## config.mk

```make
export PLATFORM = sky130hd
export DESIGN_NAME = bb_lane
export DESIGN_NICKNAME = d
export VERILOG_FILES = /design/src/hdl/bb_pkg.sv /design/src/hdl/bb_lane.sv
export SDC_FILE = /design/constraint.sdc
export NUM_CORES = 1
export LEC_CHECK = 0
export ABC_AREA = 0
export BUFFER_PORTS_ARGS = -buffer_cell sky130_fd_sc_hd__buf_2
export CORE_MARGIN = 5
export CORE_UTILIZATION = 25
export DETAILED_ROUTE_END_ITERATION = 8
export PLACE_DENSITY_LB_ADDON = 0.25
export SLEW_MARGIN = 20
export SYNTH_ARGS = -nofsm -noshare
export SYNTH_HDL_FRONTEND = slang
export SYNTH_SLANG_ARGS = --single-unit
```

## constraint.sdc

```tcl
create_clock -name clk -period 9.5 [get_ports clk]
set_input_delay 0 -clock clk [delete_from_list [all_inputs] [get_ports clk]]
set_output_delay 0 -clock clk [all_outputs]
set_load 0.01 [all_outputs]
```

## src/hdl/bb_pkg.sv

```systemverilog
`default_nettype none
// ============================================================================
// bb_pkg
// Shared widths, types and tables of the 3x3 RGB box blur.
// ============================================================================
package bb_pkg;

    // Default line length in pixels.
    localparam int DEF_MAX_WIDTH = 1024;

    // Configuration port.
    localparam int CFG_IDX_W     = 1;
    localparam int CFG_DATA_W    = 16;
    localparam int WIDTH_FIELD_W = 11;
    localparam int HEIGHT_W      = 16;
    localparam int ROW_W         = HEIGHT_W + 1;
    localparam int RESET_WIDTH   = 1024;
    localparam int RESET_HEIGHT  = 1024;

    // Pixel and arithmetic widths.
    localparam int NUM_LANES   = 3;
    localparam int CHAN_W      = 8;
    localparam int PIX_W       = NUM_LANES * CHAN_W;
    localparam int SUM_W       = 12;
    localparam int CNT_W       = 4;
    localparam int NUM_W       = SUM_W + 1;
    localparam int RECIP_W     = 18;
    localparam int RECIP_SHIFT = 18;
    localparam int PROD_W      = NUM_W + RECIP_W;

    // Register indexes of the configuration port.
    typedef enum logic [CFG_IDX_W-1:0] {
        REG_FRAME_WIDTH  = 1'd0,
        REG_FRAME_HEIGHT = 1'd1
    } cfg_reg_t;

    // Neighborhood window: [row, oldest first][column, oldest first].
    typedef logic [2:0][2:0][PIX_W-1:0]  pix_win_t;
    typedef logic [2:0][2:0][CHAN_W-1:0] chan_win_t;
    typedef logic [2:0][2:0]             mask_t;

    // Stage load enables handed to each channel lane.
    typedef struct packed {
        logic ld_sum;
        logic ld_prod;
    } lane_ctl_t;

    // Control that travels with a result into the merging stage.
    typedef struct packed {
        logic valid;
        logic frame_end;
    } res_ctl_t;

    // Reciprocal ceil(2^18 / (2n)) for every neighbor count that can occur.
    // With a numerator below 2^13 the product shifted right by 18 is exact.
    function automatic logic [RECIP_W-1:0] recip(input logic [CNT_W-1:0] n);
        logic [RECIP_W-1:0] m;
        case (n)
            4'd1:    m = 18'd131072;
            4'd2:    m = 18'd65536;
            4'd3:    m = 18'd43691;
            4'd4:    m = 18'd32768;
            4'd6:    m = 18'd21846;
            4'd9:    m = 18'd14564;
            default: m = '0;
        endcase
        return m;
    endfunction

endpackage
`default_nettype wire

```

## src/hdl/bb_lane.sv

```systemverilog
`default_nettype none
// ============================================================================
// bb_lane
// One color channel: masked sum of the 3x3 window, then the rounded mean
// by multiplication with the reciprocal of twice the neighbor count.
// ============================================================================
module bb_lane (
    input  wire logic                         clk,
    input  wire bb_pkg::lane_ctl_t            ctl,
    input  wire bb_pkg::chan_win_t            pix,
    input  wire bb_pkg::mask_t                mask,
    input  wire logic [bb_pkg::CNT_W-1:0]     count,
    input  wire logic [bb_pkg::RECIP_W-1:0]   recip_val,
    output logic      [bb_pkg::CHAN_W-1:0]    quot
);
    import bb_pkg::*;

    logic [SUM_W-1:0]  sum_reg;
    logic [SUM_W-1:0]  sum_next;
    logic [NUM_W-1:0]  num;
    logic [PROD_W-1:0] prod_reg;
    logic [PROD_W-1:0] prod_next;

    // Sum of the neighbors that lie inside the frame.
    always_comb
    begin
        sum_next = '0;
        for (int r = 0; r < 3; r++)
        begin
            for (int c = 0; c < 3; c++)
            begin
                sum_next = sum_next + (mask[r][c] ? SUM_W'(pix[r][c]) : '0);
            end
        end
    end

    // Rounded mean (2*sum + n) / (2*n) as a product with the reciprocal.
    assign num       = {sum_reg, 1'b0} + NUM_W'(count);
    assign prod_next = PROD_W'(num) * PROD_W'(recip_val);

    always_ff @(posedge clk)
    begin
        if (ctl.ld_sum)
        begin
            sum_reg <= sum_next;
        end
        if (ctl.ld_prod)
        begin
            prod_reg <= prod_next;
        end
    end

    assign quot = prod_reg[RECIP_SHIFT +: CHAN_W];

endmodule
`default_nettype wire

```

After elaboration in Yosys (flattened, before gate mapping)
Cells that the tools add are included.
{ "word_totals": {"ff_bits": 38, "wordCells": 21} }
{ "op_classes": {"multipliers": 1, "n_mux": 9, "addsub": 9} }
{ "op_table": {"columns": ["op", "n"], "rows": [
  ["2-to-1 mux 8 bit", 9],
  ["adder 12 x 8 -> 12 bit", 4],
  ["multiplier 13 x 18 -> 26 bit", 1],
  ["adder 13 x 4 -> 13 bit", 1],
  ["adder 11 x 8 -> 12 bit", 1],
  ["adder 10 x 8 -> 11 bit", 1],
  ["adder 9 x 8 -> 10 bit", 1],
  ["adder 8 x 8 -> 9 bit", 1]
]} }

Longest topological paths before layout
{ "depth": {"depth_word": 9, "depth_mapped": 26, "mapped_depth_nobuf": 25} }

Worst setup path before layout
Ideal clock, no wire load.
{ "synth_timing": {"path_type": "register -> register", "from": "register sum_reg[2]", "to": "register prod_reg[25] (data pin)", "arrival_ns": 6.160, "path_stages_with_launch": 25, "setup_time_ns": 0.260, "path_buffers": 1, "path_slack_ns": 3.080, "cell_sequence": "edfxtp_1 -> ha_1 -> a21oi_1 -> and2_1 -> nor2_1 -> xor2_1 -> clkbuf_1 -> nand2_1 -> fa_1 -> fa_1 -> inv_1 -> fa_1 -> fa_1 -> inv_1 -> fa_1 -> inv_1 -> ha_1 -> a211oi_1 -> o21ai_0 -> o211ai_1 -> o211ai_2 -> o21ba_2 -> a311oi_1 -> a21oi_1 -> xnor2_1"} }
{ "synth_between": {"elab_chain_cells": 2} }
{ "synth_lines": {"columns": ["item", "line_no", "source"], "rows": [
  ["from (decl)", "bb_lane.sv:18", "logic [SUM_W-1:0] sum_reg;"],
  ["from (signal assigned)", "bb_lane.sv:45", "sum_reg <= sum_next;"],
  ["adder 13 x 4 -> 13 bit", "bb_lane.sv:38", "assign num = {sum_reg, 1'b0} + NUM_W'(count);"],
  ["multiplier 13 x 18 -> 26 bit", "bb_lane.sv:39", "assign prod_next = PROD_W'(num) * PROD_W'(recip_val);"],
  ["named net prod_next[25]", "bb_lane.sv:22", "logic [PROD_W-1:0] prod_next;"],
  ["to (signal assigned)", "bb_lane.sv:49", "prod_reg <= prod_next;"],
  ["to (decl)", "bb_lane.sv:21", "logic [PROD_W-1:0] prod_reg;"]
]} }
The timed path passes the listed nets, and every way through them passes these cells.
A chain may end at the register's enable or synchronous reset.

Worst setup path after layout
Same ends and word-level chain as after synthesis.

==> impl_summary.log <==
[metrics] number of flip-flops in the largest register: 12
[metrics] Detailed Place HPWL: 19400 µm
[metrics] Synth async-reset ratio: 0%
[metrics] Initial Util: 25.2%
[metrics] outcome: complete, no violations
[metrics] max-cap violation count: 0
[metrics] ports placed on the boundary: 114
[metrics] dominant synthesized flop cell: edfxtp_1
[metrics] clock transition at the registers of the reported paths: 0.07 ns
[metrics] floorplan row count: 70
[metrics] Antenna Violating Nets Remaining: 0
[metrics] Total Die Area: between 40000 and 50000 µm²
[metrics] crit start category: flop
[metrics] Crit Path Category: flop to flop
[metrics] NumNets Final: 1503
[metrics] total congestion overflow after global routing: 0
[metrics] leading post-synthesis cells by instance count: inv_1 (260), fa_1 (222), nand2_1 (197)
[metrics] depth of the CTS H-tree: 1
[metrics] pin slew with the least headroom to its limit: between 0.9 and 1 ns
[metrics] floorplan core area: 36400 µm²
[metrics] number of DRC violations after detailed-routing iteration 0: roughly 250
[metrics] part of the Yosys area used for sequential elements: 6.54%
[metrics] clock insertion delay at the later pin of the skew report: approximately 0.27 ns
[metrics] setup repair after global routing missed its margin: false
[metrics] Worst setup EP type: flop
[metrics] number of pins exceeding their max-slew limit in the final report: 0
[metrics] CTS resizes: 0
[metrics] count of buffers added by post-CTS timing repair for setup: 0
[metrics] width of the die: 202 µm
[metrics] wirelength, routed: 23400 µm
[metrics] setup total negative slack: 0 ns
[metrics] CTS tree: yes
[metrics] maximum number of pins on one net before global-route repair: 19
[metrics] number of different library cells in the post-synthesis netlist: 42
[metrics] synthesis-to-finish area growth: 12.9%
[metrics] final worst path period need: approximately 7 ns
[metrics] Synth Net Count: between 1000 and 1500
[metrics] Mapped Area: 9190 µm²
[metrics] number of hold violations in the final report: 0
[metrics] Yosys warning count: 0
[metrics] fillcell total: 3948
[metrics] final weighted congestion in routability-driven placement: 0.803
[metrics] count of state elements after synthesis: 20
[metrics] class of the tightest hold or removal check: input pin to flop
[metrics] synth top area cells: fa_1 (48%), inv_1 (11%), ha_1 (9.1%)
[metrics] post-DR vias/cell: ~4.2
[metrics] layout cells sized above 1: 12.0%
[metrics] Routed wire per std cell: 14.8 µm
[metrics] slew margin rel.: ~36%
[metrics] root buffer cell: clkbuf_16
[metrics] first-pass GRT wire length: a little over 40000 µm
[metrics] Crit path required time: 9.51 ns
[metrics] cell accounting for the most synthesized area: fa_1
[metrics] initial antenna violation count: 2
[metrics] area taken by multi-input logic gates: about 7500 µm²
[metrics] 1st-pass router iterations: 4
[metrics] top achievable clock speed: 0.142 GHz
[metrics] synthesized instance count: 1015
[metrics] portion of synthesized cell area occupied by the leading cell type: about half
[metrics] count of cells along the worst hold path: 1
[metrics] signal arrival time at the worst endpoint: a little over 7 ns
[metrics] vias in the first global route: 7881
[metrics] count of unresolved DRC violations after routing: 0
[metrics] maximum clock path buffer count: 2
[metrics] worst clock skew: 0.00775 ns
[metrics] worst reg2reg path depth: 22
[metrics] TritonCTS sink count: 20
[metrics] dominant cell by count in the synthesized netlist: inv_1
[metrics] EDFF count, synth: 20
[metrics] vias post-DR: 6680
[metrics] mean instance size in the synthesized netlist: 9.05 µm²
[metrics] Finish-stage setup viols: 0
[metrics] total clock buffers created by CTS: 3
[metrics] final critical-path share of the clock period: 74.1%
[metrics] maximum fanout count along the critical path: 14
[metrics] global-route total usage across every layer: approximately an eighth
[metrics] area taken by flip-flops and latches: 601 µm²
[metrics] count of hold buffers inserted by post-cts repair: 0
[metrics] number of input and output port buffers inserted: 113
[metrics] Chip Height: 202 µm
## area by class of cell
class,count,area share [%]
Multi-Input combinational cell,703,72.2
Inverter,260,9.40
Timing Repair Buffer,120,5.96
Sequential cell,20,5.79
Tap cell,468,5.64
Clock buffer,3,0.723
Clock inverter,1,0.289
Antenna cell,1,0.0241
## cell families after synthesis
kind of cell | count (synthesis) | share of synthesized area, %
adder cells (fa/ha/maj) | 289 | 57.5
AO/OA/AOI/OAI | 46 | 3.25
buffers and inverters | 292 | 12.0
AND/OR/NAND/NOR | 336 | 17.4
flip-flops | 20 | 6.54
XOR/XNOR | 32 | 3.42
## per-layer routing
metal  vias up  track usage [%]  routed length [µm]
met2        59             24.2               13100
met4         2             1.76                 271
met3        17            0.999                 396
met5         -                0                   7
li1       3111                -                   -
met1      3491             15.0                9630
## metrics by stage
step / util (%) / hold slack, ns / setup slack (ns) / std cells / cell area, µm²
2_1_floorplan: - / 0.112 / 3.08 / 1015 / 9190
3_3_place_gp: 28.2 / 0.390 / 2.58 / 1571 / 10300
3_5_place_dp: 28.2 / 0.389 / 2.48 / 1571 / 10300
4_1_cts: 28.5 / 0.108 / 2.46 / 1575 / 10400
5_1_grt: 28.5 / 0.113 / 1.94 / 1576 / 10400
6_report: 28.5 / 0.0993 / 2.46 / 1576 / 10400
## worst paths after layout
path | from | slack, ns | endpoint
setup / recovery | sum_reg[2]$_DFFE_PP_ | 2.46 | prod_reg[25]$_DFFE_PP_
setup reg to reg | sum_reg[2]$_DFFE_PP_ | 2.46 | prod_reg[25]$_DFFE_PP_
hold / removal | ctl[0] | 0.1 | prod_reg[18]$_DFFE_PP_
hold reg to reg | sum_reg[10]$_DFFE_PP_ | 1.33 | prod_reg[25]$_DFFE_PP_
## critical path: stages, from the launching register on
cell,delay (ns)
edfxtp_1,0.37
ha_1,0.34
a21oi_1,0.26
and2_1,0.22
and4b_1,0.22
xor2_1,0.74
and2_1,0.25
fa_1,0.43
fa_1,0.51
fa_1,0.42
fa_1,0.49
inv_1,0.05
fa_1,0.47
inv_1,0.04
ha_1,0.30
a211oi_1,0.24
o21ai_0,0.12
o211ai_1,0.12
o211ai_2,0.13
o21ba_2,0.26
a311oi_1,0.50
a21oi_1,0.15
xnor2_1,0.15
## cells in the final DEF, fill, tap and decap left out, types with 7 or more instances in the layout
master	instances
xor2_1	7
nor2_1	10
xnor2_1	22
buf_2	113
edfxtp_1	20
a21oi_1	16
buf_4	7
inv_1	260
ha_1	67
and2_1	106
nand2_1	197
o21ai_0	8
fa_1	222
Power is not shown: default switching activity piles up to over one toggle a cycle in this logic, so the estimate is an artifact.
