File: config.mk
export PLATFORM = sky130hd
export DESIGN_NAME = bb_merge
export DESIGN_NICKNAME = d
export VERILOG_FILES = /design/src/hdl/bb_pkg.sv /design/src/hdl/bb_merge.sv
export SDC_FILE = /design/constraint.sdc
export NUM_CORES = 1
export LEC_CHECK = 0
export ABC_AREA = 1
export ABC_CLOCK_PERIOD_IN_PS = 2800
export BUFFER_PORTS_ARGS = -buffer_cell sky130_fd_sc_hd__buf_2
export CAP_MARGIN = 25
export CORE_ASPECT_RATIO = 1.1
export CORE_UTILIZATION = 38
export DETAILED_ROUTE_END_ITERATION = 10
export GPL_TIMING_DRIVEN = 1
export PLACE_DENSITY_LB_ADDON = 0.25
export RECOVER_POWER = 25
export SYNTH_ARGS = -nofsm -noshare
export SYNTH_HDL_FRONTEND = slang
export SYNTH_SLANG_ARGS = --single-unit
export TNS_END_PERCENT = 5
File: constraint.sdc
create_clock -name clk -period 2.8 [get_ports clk]
set_input_delay 0.28 -clock clk [delete_from_list [all_inputs] [get_ports clk]]
set_output_delay 0.28 -clock clk [all_outputs]
set_load 0.01 [all_outputs]
File: src/hdl/bb_pkg.sv
`default_nettype none
// ============================================================================
// bb_pkg
// Shared widths, types and tables of the 3x3 RGB box blur.
// ============================================================================
package bb_pkg;

    // Default line length in pixels.
    localparam int DEF_MAX_WIDTH = 1024;

    // Configuration port.
    localparam int CFG_IDX_W     = 1;
    localparam int CFG_DATA_W    = 16;
    localparam int WIDTH_FIELD_W = 11;
    localparam int HEIGHT_W      = 16;
    localparam int ROW_W         = HEIGHT_W + 1;
    localparam int RESET_WIDTH   = 1024;
    localparam int RESET_HEIGHT  = 1024;

    // Pixel and arithmetic widths.
    localparam int NUM_LANES   = 3;
    localparam int CHAN_W      = 8;
    localparam int PIX_W       = NUM_LANES * CHAN_W;
    localparam int SUM_W       = 12;
    localparam int CNT_W       = 4;
    localparam int NUM_W       = SUM_W + 1;
    localparam int RECIP_W     = 18;
    localparam int RECIP_SHIFT = 18;
    localparam int PROD_W      = NUM_W + RECIP_W;

    // Register indexes of the configuration port.
    typedef enum logic [CFG_IDX_W-1:0] {
        REG_FRAME_WIDTH  = 1'd0,
        REG_FRAME_HEIGHT = 1'd1
    } cfg_reg_t;

    // Neighborhood window: [row, oldest first][column, oldest first].
    typedef logic [2:0][2:0][PIX_W-1:0]  pix_win_t;
    typedef logic [2:0][2:0][CHAN_W-1:0] chan_win_t;
    typedef logic [2:0][2:0]             mask_t;

    // Stage load enables handed to each channel lane.
    typedef struct packed {
        logic ld_sum;
        logic ld_prod;
    } lane_ctl_t;

    // Control that travels with a result into the merging stage.
    typedef struct packed {
        logic valid;
        logic frame_end;
    } res_ctl_t;

    // Reciprocal ceil(2^18 / (2n)) for every neighbor count that can occur.
    // With a numerator below 2^13 the product shifted right by 18 is exact.
    function automatic logic [RECIP_W-1:0] recip(input logic [CNT_W-1:0] n);
        logic [RECIP_W-1:0] m;
        case (n)
            4'd1:    m = 18'd131072;
            4'd2:    m = 18'd65536;
            4'd3:    m = 18'd43691;
            4'd4:    m = 18'd32768;
            4'd6:    m = 18'd21846;
            4'd9:    m = 18'd14564;
            default: m = '0;
        endcase
        return m;
    endfunction

endpackage
`default_nettype wire

File: src/hdl/bb_merge.sv
`default_nettype none
// ============================================================================
// bb_merge
// Output register: joins the three channel results and the end-of-frame
// flag into one result request.
// ============================================================================
module bb_merge (
    input  wire logic                                          clk,
    input  wire logic                                          rst_n,
    input  wire bb_pkg::res_ctl_t                              res,
    input  wire logic [bb_pkg::NUM_LANES-1:0][bb_pkg::CHAN_W-1:0] quot,
    input  wire logic                                          out_stall,
    output logic                                               out_valid,
    output logic      [bb_pkg::CHAN_W-1:0]                     out_red,
    output logic      [bb_pkg::CHAN_W-1:0]                     out_green,
    output logic      [bb_pkg::CHAN_W-1:0]                     out_blue,
    output logic                                               frame_end,
    output logic                                               out_ready
);
    import bb_pkg::*;

    logic                                out_valid_reg;
    logic [NUM_LANES-1:0][CHAN_W-1:0]    quot_reg;
    logic                                frame_end_reg;

    // The register takes a new request when empty or being drained.
    assign out_ready = !out_valid_reg || !out_stall;

    always_ff @(posedge clk or negedge rst_n)
    begin
        if (!rst_n)
        begin
            out_valid_reg <= 1'b0;
        end
        else if (out_ready)
        begin
            out_valid_reg <= res.valid;
        end
    end

    always_ff @(posedge clk)
    begin
        if (out_ready && res.valid)
        begin
            quot_reg      <= quot;
            frame_end_reg <= res.frame_end;
        end
    end

    assign out_valid = out_valid_reg;
    assign out_red   = quot_reg[0];
    assign out_green = quot_reg[1];
    assign out_blue  = quot_reg[2];
    assign frame_end = frame_end_reg;

endmodule
`default_nettype wire

# After elaboration in Yosys (flattened, before gate mapping)
# Cells that the tools add are included.
# op_classes
addsub	0
mul	0
n_div	0
magnitude_cmp	0
n_eq_ne	0
shifts	0
mux	0
n_bitwise	0
reduce_logical	4
# ops
cell	count
$logic_not A1 Y1	2
$logic_and A1 B1 Y1	1
$logic_or A1 B1 Y1	1
# word_totals
regBits	26
latch_bits	0
ramBits	0
rom_bits	0
inputBits	29
out_inout_bits	27
word_cells	9
memories	0

# Longest topological paths before layout
# Gate-level depths: netlist of run 1.
# depth
ltp_word	3
depth_mapped	2
mapped_depth_nobuf	2

# Worst setup path after synthesis of run 1
# OpenSTA, ideal clock, no wires.
# synth_timing
path_kind	flip-flop to flip-flop
start	register out_valid_reg, in the netlist out_valid
end	register frame_end_reg, in the netlist frame_end, enable pin
setup_ns	0.415
arrival_ns	1.704
t_required_ns	2.385
path_slack_ns	0.680
path_stages_with_launch	2
path_buffers	0
synth_period_minus_slack_ns	2.120
cell_sequence	dfrtp_1 -> a21oi_1
# synth_via
elab_chain_len	3
# synth_lines
item	line	text
start: declaration	bb_merge.sv:22	logic out_valid_reg;
start signal: assignment	bb_merge.sv:37	out_valid_reg <= res.valid;
$logic_not A1 Y1	bb_merge.sv:27	assign out_ready = !out_valid_reg || !out_stall;
$logic_or A1 B1 Y1	bb_merge.sv:27	
$logic_and A1 B1 Y1	bb_merge.sv:43	if (out_ready && res.valid)
end signal: assignment	bb_merge.sv:46	frame_end_reg <= res.frame_end;
end: declaration	bb_merge.sv:24	logic frame_end_reg;
# No other way between the ends.
# A chain may end at the register's enable or synchronous reset.

# Worst setup path in the final report of run 1
# layout_timing
start	register out_valid_reg, in the netlist out_valid
end	register quot_reg, in the netlist out_blue[4], enable pin
# layout_via
elab_chain_len	3
# layout_lines
item	line	text
$logic_not A1 Y1	bb_merge.sv:27	
$logic_or A1 B1 Y1	bb_merge.sv:27	
$logic_and A1 B1 Y1	bb_merge.sv:43	
end signal: assignment	bb_merge.sv:45	quot_reg <= quot;
end: declaration	bb_merge.sv:23	logic [NUM_LANES-1:0][CHAN_W-1:0] quot_reg;
# No other way between the ends.

==> impl_metrics.py, run 1 <==
metrics = {
    "power": {
        "p_seq_share_pct": 68.6,
        "pwr_density_cell_nw_per_um2": 578.6,
        "power.share.clock_pct": 21.9,
        "p_comb_share_pct": 9.4,
        "switching_share_pct": 19.21,
        "power_leakage_nw": 0.5010,
        "intPower_uw": 536.9,
        "switchingPower_uw": 127.7,
        "ir_worst_vdd_mv": 0.3146,
    },
    "synth": {
        "synth_top_area_share_pct": 94.79,
        "synth_most_common_cell": "edfxtp_1",
        "synthTopCellsByCount": "edfxtp_1, nand2_1, a21oi_1, dfrtp_1, inv_1",
        "synth_edf_count": 25,
        "yosys_register_bits": 26,
        "syn-cell-area_sq_um": 792.0,
        "ys.flop_type": "edfxtp_1",
        "synth.distinct_cells": 5,
        "synth-seq-area-share_pct": 97.95,
        "synth_area_leaders": "edfxtp_1, dfrtp_1, nand2_1, a21oi_1, inv_1",
        "synthArstFlopShare_pct": 3.846,
        "synth_nets": 59,
        "avgSynthCellArea_sq_um": 26.40,
        "ys_warn_count": 0,
        "synth_top_area_cell": "edfxtp_1",
        "synthCells": 30,
    },
    "sta": {
        "fin_crit_sh_pct": 55.36,
        "finalSetupTns_ns": 0,
        "worstMarginPinSlew_ns": 0.6186,
        "timing.final.hold_violations": 0,
        "finalClockSkew_ns": 0.0009614,
        "holdWs_ns": 0.1495,
        "fmaxAchievable_mhz": 645.2,
        "period_minus_slack_ns": 1.550,
        "rsz0062_at_grt": "no",
        "maxSlewViolCount": 0,
        "slew-limit-headroom_pct": 58.76,
        "setup-violations-final": 0,
    },
    "clock_tree": {
        "clock_sinks": 26,
        "h-tree-depth": 1,
        "path_clk_slew_ns": 0.12,
        "clk_path_buf_depth": 2,
        "ctsRootBufferMaster": "clkbuf_4",
        "cts_tree": "built",
        "clk-insertion-delay-late_ns": 0.29,
        "cts_buffers": 3,
    },
    "floorplan": {
        "start_util_pct": 42.54,
        "placement_rows": 16,
        "die_h_microns": 49.88,
        "die_x_microns": 45.53,
        "coreArea_sq_um": 1862,
        "io-pin-count": 56,
        "fp.dieArea_sq_um": 2271,
    },
    "grt": {
        "antenna_found_initial": 0,
        "overflow": 0,
        "grt_pass1_vias": 419,
        "grt_pass1_wl_microns": 1718,
        "grt_max_degree": 15,
        "grt_usage_pct": 10.78,
    },
    "detailed_routing": {
        "drtAntennaViolNets": 0,
        "routed_wl_microns": 1203,
        "wire_per_inst_microns": 10.19,
        "drc": 0,
        "viasPerCell": 4.127,
        "dr_total_vias": 487,
        "initialDrtViolationCount": 6,
        "first_pass_iters": 4,
    },
    "critical_path": {
        "crit_fanout": 14,
        "cp-start-kind": "flop",
        "cp_data_required_time_ns": 2.81,
        "crit_path_end_kind": "flop",
        "critPathKind": "flop to flop",
        "crit_arrival_ns": 1.56,
    },
    "finish": {
        "utilization_pct": 61.69,
        "fillCellCount": 150,
        "diodes": 0,
        "nNetsFinal": 121,
        "syn2layout_area_growth_pct": 45.02,
        "drive_gt1_share_pct": 65.93,
    },
    "outcome": {
        "status": "complete, no violations",
    },
    "place": {
        "place_congestion": 0.6622,
        "io_buffers": 55,
    },
    "hold_path": {
        "hold_class": "primary input to flop",
    },
    "run": {
        "maxCapViolCount": 0,
    },
}
[stage by stage]
step	setup slack (ns)	std cells	total power, mW	cell area [sq um]
after global placement	1.269	113	0.5267	1112
final	1.250	118	0.6646	1149
after CTS	1.230	118	0.6750	1149
after floorplan	0.6802	30	0.4873	792.0
after global routing	1.155	118	0.7001	1149
after detailed placement	1.241	113	0.5284	1112
[power by group through the flow]
stage | Clock (mW) | Combinational (mW) | Sequential, mW
global route | 0.173 | 0.0688 | 0.458
finish | 0.146 | 0.0628 | 0.456
floorplan | 0 | 0.00874 | 0.479
global placement | 0 | 0.0617 | 0.465
CTS | 0.154 | 0.0640 | 0.457
detailed placement | 0 | 0.0629 | 0.465
[worst paths after layout]
kind	depth (start not counted)	slack, ns	start	endpoint
max in group asynchronous	2	2.44	rst_n	out_valid
min in group asynchronous	2	0.28	rst_n	out_valid
min	1	0.15	quot[10]	out_green[2]
min reg2reg	2	0.57	out_valid	out_valid
max reg2reg	2	1.25	out_valid	out_blue[4]
max	2	1.25	out_valid	out_blue[4]
[cells in the final DEF, fill, tap and decap left out]
cell           Yosys  routed
buf_2              0      55
edfxtp_1          25      25
clkbuf_4           0       3
nand2_1            2       2
inv_1              1       1
a21oi_2            0       1
clkbuf_1           0       1
dlygate4sd3_1      0       1
dfrtp_1            1       1
buf_4              0       1
[worst max-delay path, cell delays in order (launching register included)]
cell and delay, ns:
dfrtp_1 0.43, a21oi_2 0.51, buf_4 0.33
[final cells by class]
type / instances / area, sq um / share of cell area, %
Sequential cell: 26 / 775.7 / 67.54
Timing Repair Buffer: 57 / 292.8 / 25.49
Tap cell: 27 / 33.78 / 2.941
Clock buffer: 4 / 26.28 / 2.288
Multi-Input combinational cell: 3 / 16.27 / 1.416
Inverter: 1 / 3.754 / 0.3268
[metal layers]
metal / wire [microns] / up-vias / part of all wire [%] / track usage, %
met5: 0 / - / 0 / 0
met4: 0 / 0 / 0 / 4.545
met3: 155 / 0 / 13 / 4.762
met2: 599 / 38 / 50 / 17.14
met1: 449 / 212 / 37 / 12.25
li1: - / 237 / - / -
[what timing repair did]
| action | CTS | global route |
|---|---|---|
| hold buffers | 1 | 0 |
| buffers inserted | 0 | 0 |
| gates resized for setup | 0 | 0 |
| endpoints found under the hold margin | 1 | 0 |
[cell families after synthesis]
group	Yosys count	synth area share, %
compound gates	1	0.6313
buf+inv	1	0.4735
flops	26	97.95
simple gates	2	0.9482
Note: power is estimated with default switching activity, not from simulation.
==> run 2: changes to the inputs <==
Settings changed: ABC_CLOCK_PERIOD_IN_PS 2800 to 1500.
Clock period 2.8 ns to 1.5 ns, I/O delays scaled along.
==> run 2 against run 1 <==
  * Critical path depth did not move
  * Global-route usage rose by 0.075 points
  * Via count rose by 24%
  * Die area did not move
  * Routed wire length rose by 36%
  * Final cell count rose by 20%
  * Non-clock buffer count rose by 24
  * Largest cell class unchanged
==> impl_metrics.py, run 2 (synthesis gave the netlist of run 1 again) <==
metrics = {
    "grt": {
        "met2_usage_pct": 18.10,
        "grt_pass1_wl_microns": 1718,
        "grt_usage_pct": 10.86,
        "overflow": 0,
        "gr-usage-met3_pct": 4.762,
        "grt_max_degree": 26,
        "grt_pass1_vias": 416,
        "grt_busiest_layer": "met2",
        "use_met1_pct": 11.50,
        "antenna_found_initial": 0,
    },
    "critical_path": {
        "cp-start-kind": "flop",
        "critPathKind": "flop to output pin",
        "cp_data_required_time_ns": 1.35,
        "crit_path_end_kind": "output pin",
        "crit_fanout": 3,
        "r2r.worst_path.cells": 2,
        "crit_arrival_ns": 0.96,
        "regToRegSetupSlack_ns": 0.41,
    },
    "clock_tree": {
        "post_cts.repair.setup_buffers": 0,
        "postCtsHoldBufs": 1,
        "cts_tree": "built",
        "clock_sinks": 26,
        "ctsRootBufferMaster": "clkbuf_4",
        "clk_path_buf_depth": 2,
        "path_clk_slew_ns": 0.13,
        "cts_resized": 0,
        "h-tree-depth": 1,
        "clk-insertion-delay-late_ns": 0.30,
        "cts_buffers": 3,
    },
    "power": {
        "p_total_mw": 1.307,
        "ir_worst_vdd_mv": 0.7561,
        "power_leakage_nw": 0.6069,
        "pwr_density_cell_nw_per_um2": 927.4,
    },
    "place": {
        "io_buffers": 55,
        "place_hpwl_microns": 882.8,
        "dpl-instance-area_sq_um": 1132,
        "place_congestion": 0.7026,
    },
    "detailed_routing": {
        "routed_wl_microns": 1633,
        "wire_per_inst_microns": 11.50,
        "dr_total_vias": 604,
        "first_pass_iters": 3,
        "initialDrtViolationCount": 8,
        "drc": 0,
        "drtAntennaViolNets": 0,
        "viasPerCell": 4.254,
    },
    "floorplan": {
        "die_h_microns": 49.88,
        "placement_rows": 16,
        "coreArea_sq_um": 1862,
        "die_x_microns": 45.53,
        "io-pin-count": 56,
        "start_util_pct": 42.54,
        "fp.dieArea_sq_um": 2271,
    },
    "sta": {
        "rsz0062_at_grt": "no",
        "setup-violations-final": 0,
        "slew-limit-headroom_pct": 90.22,
        "fin_crit_sh_pct": 74.05,
        "timing.final.hold_violations": 0,
        "finalClockSkew_ns": 0.001918,
        "period_minus_slack_ns": 1.111,
        "worstMarginPinSlew_ns": 0.1467,
        "holdWs_ns": 0.02409,
        "fmaxAchievable_mhz": 900.3,
        "finalSetupTns_ns": 0,
        "maxSlewViolCount": 0,
    },
    "finish": {
        "fillCellCount": 114,
        "final_cell_mix": "buf_2, edfxtp_1, dlygate4sd3_1",
        "layout.cells.most_common": "buf_2",
        "syn2layout_area_growth_pct": 77.88,
        "diodes": 0,
        "drive_gt1_share_pct": 52.17,
        "finalInstanceArea_sq_um": 1409,
        "nNetsFinal": 145,
        "utilization_pct": 75.67,
    },
    "hold_path": {
        "whs_path_depth": 1,
        "hold_class": "primary input to flop",
    },
    "run": {
        "maxCapViolCount": 0,
    },
    "outcome": {
        "status": "complete, no violations",
    },
}
[run 2: changes by cell type in the layout (fill, tap and decap cells not counted), sizes merged]
cell         delta
dlygate4sd3    +24
clkinv          +1
clkbuf          -1
[run 2: metrics by stage]
stage,setup slack [ns],std cells
3_3_place_gp,0.4366,113
3_5_place_dp,0.4208,113
5_1_grt,0.3265,142
4_1_cts,0.3736,118
2_1_floorplan,0.1686,30
6_report,0.3893,142
[run 2: worst paths after layout]
check                          start     endpoint
max reg2reg                out_valid  out_blue[4]
min in group asynchronous      rst_n    out_valid
min reg2reg                out_valid    out_valid
max in group asynchronous      rst_n    out_valid
max                        out_valid    out_ready
min                         quot[18]  out_blue[2]
[run 2: final cells by class]
class                   count  area (sq um)  share of cell area (%)
well taps                  27         33.78                   2.398
multi-input cells           3         23.77                   1.687
inverters                   1         3.754                  0.2664
clock buffers               3         22.52                   1.599
clock inverters             1         3.754                  0.2664
repair buffers             81         545.5                   38.72
flip-flops and latches     26         775.7                   55.06
[run 2: worst max-delay path, stage by stage, from the launching register on]
cell	delay (ns)
dfrtp_1	0.44
nand2_1	0.10
buf_2	0.13
[run 2: report_power, final]
group	internal, mW	leakage, nW	switching, mW
combinational	0.103	0.343	0.0725
clock	0.0969	0.0154	0.181
sequential	0.843	0.249	0.0105
[run 2: per-layer routing]
metal  vias to the layer above  part of all wire, %
li1                        285                    -
met1                       278                   32
met4                         0                  3.7
met3                         6                  6.6
met5                         -                    0
met2                        35                   58
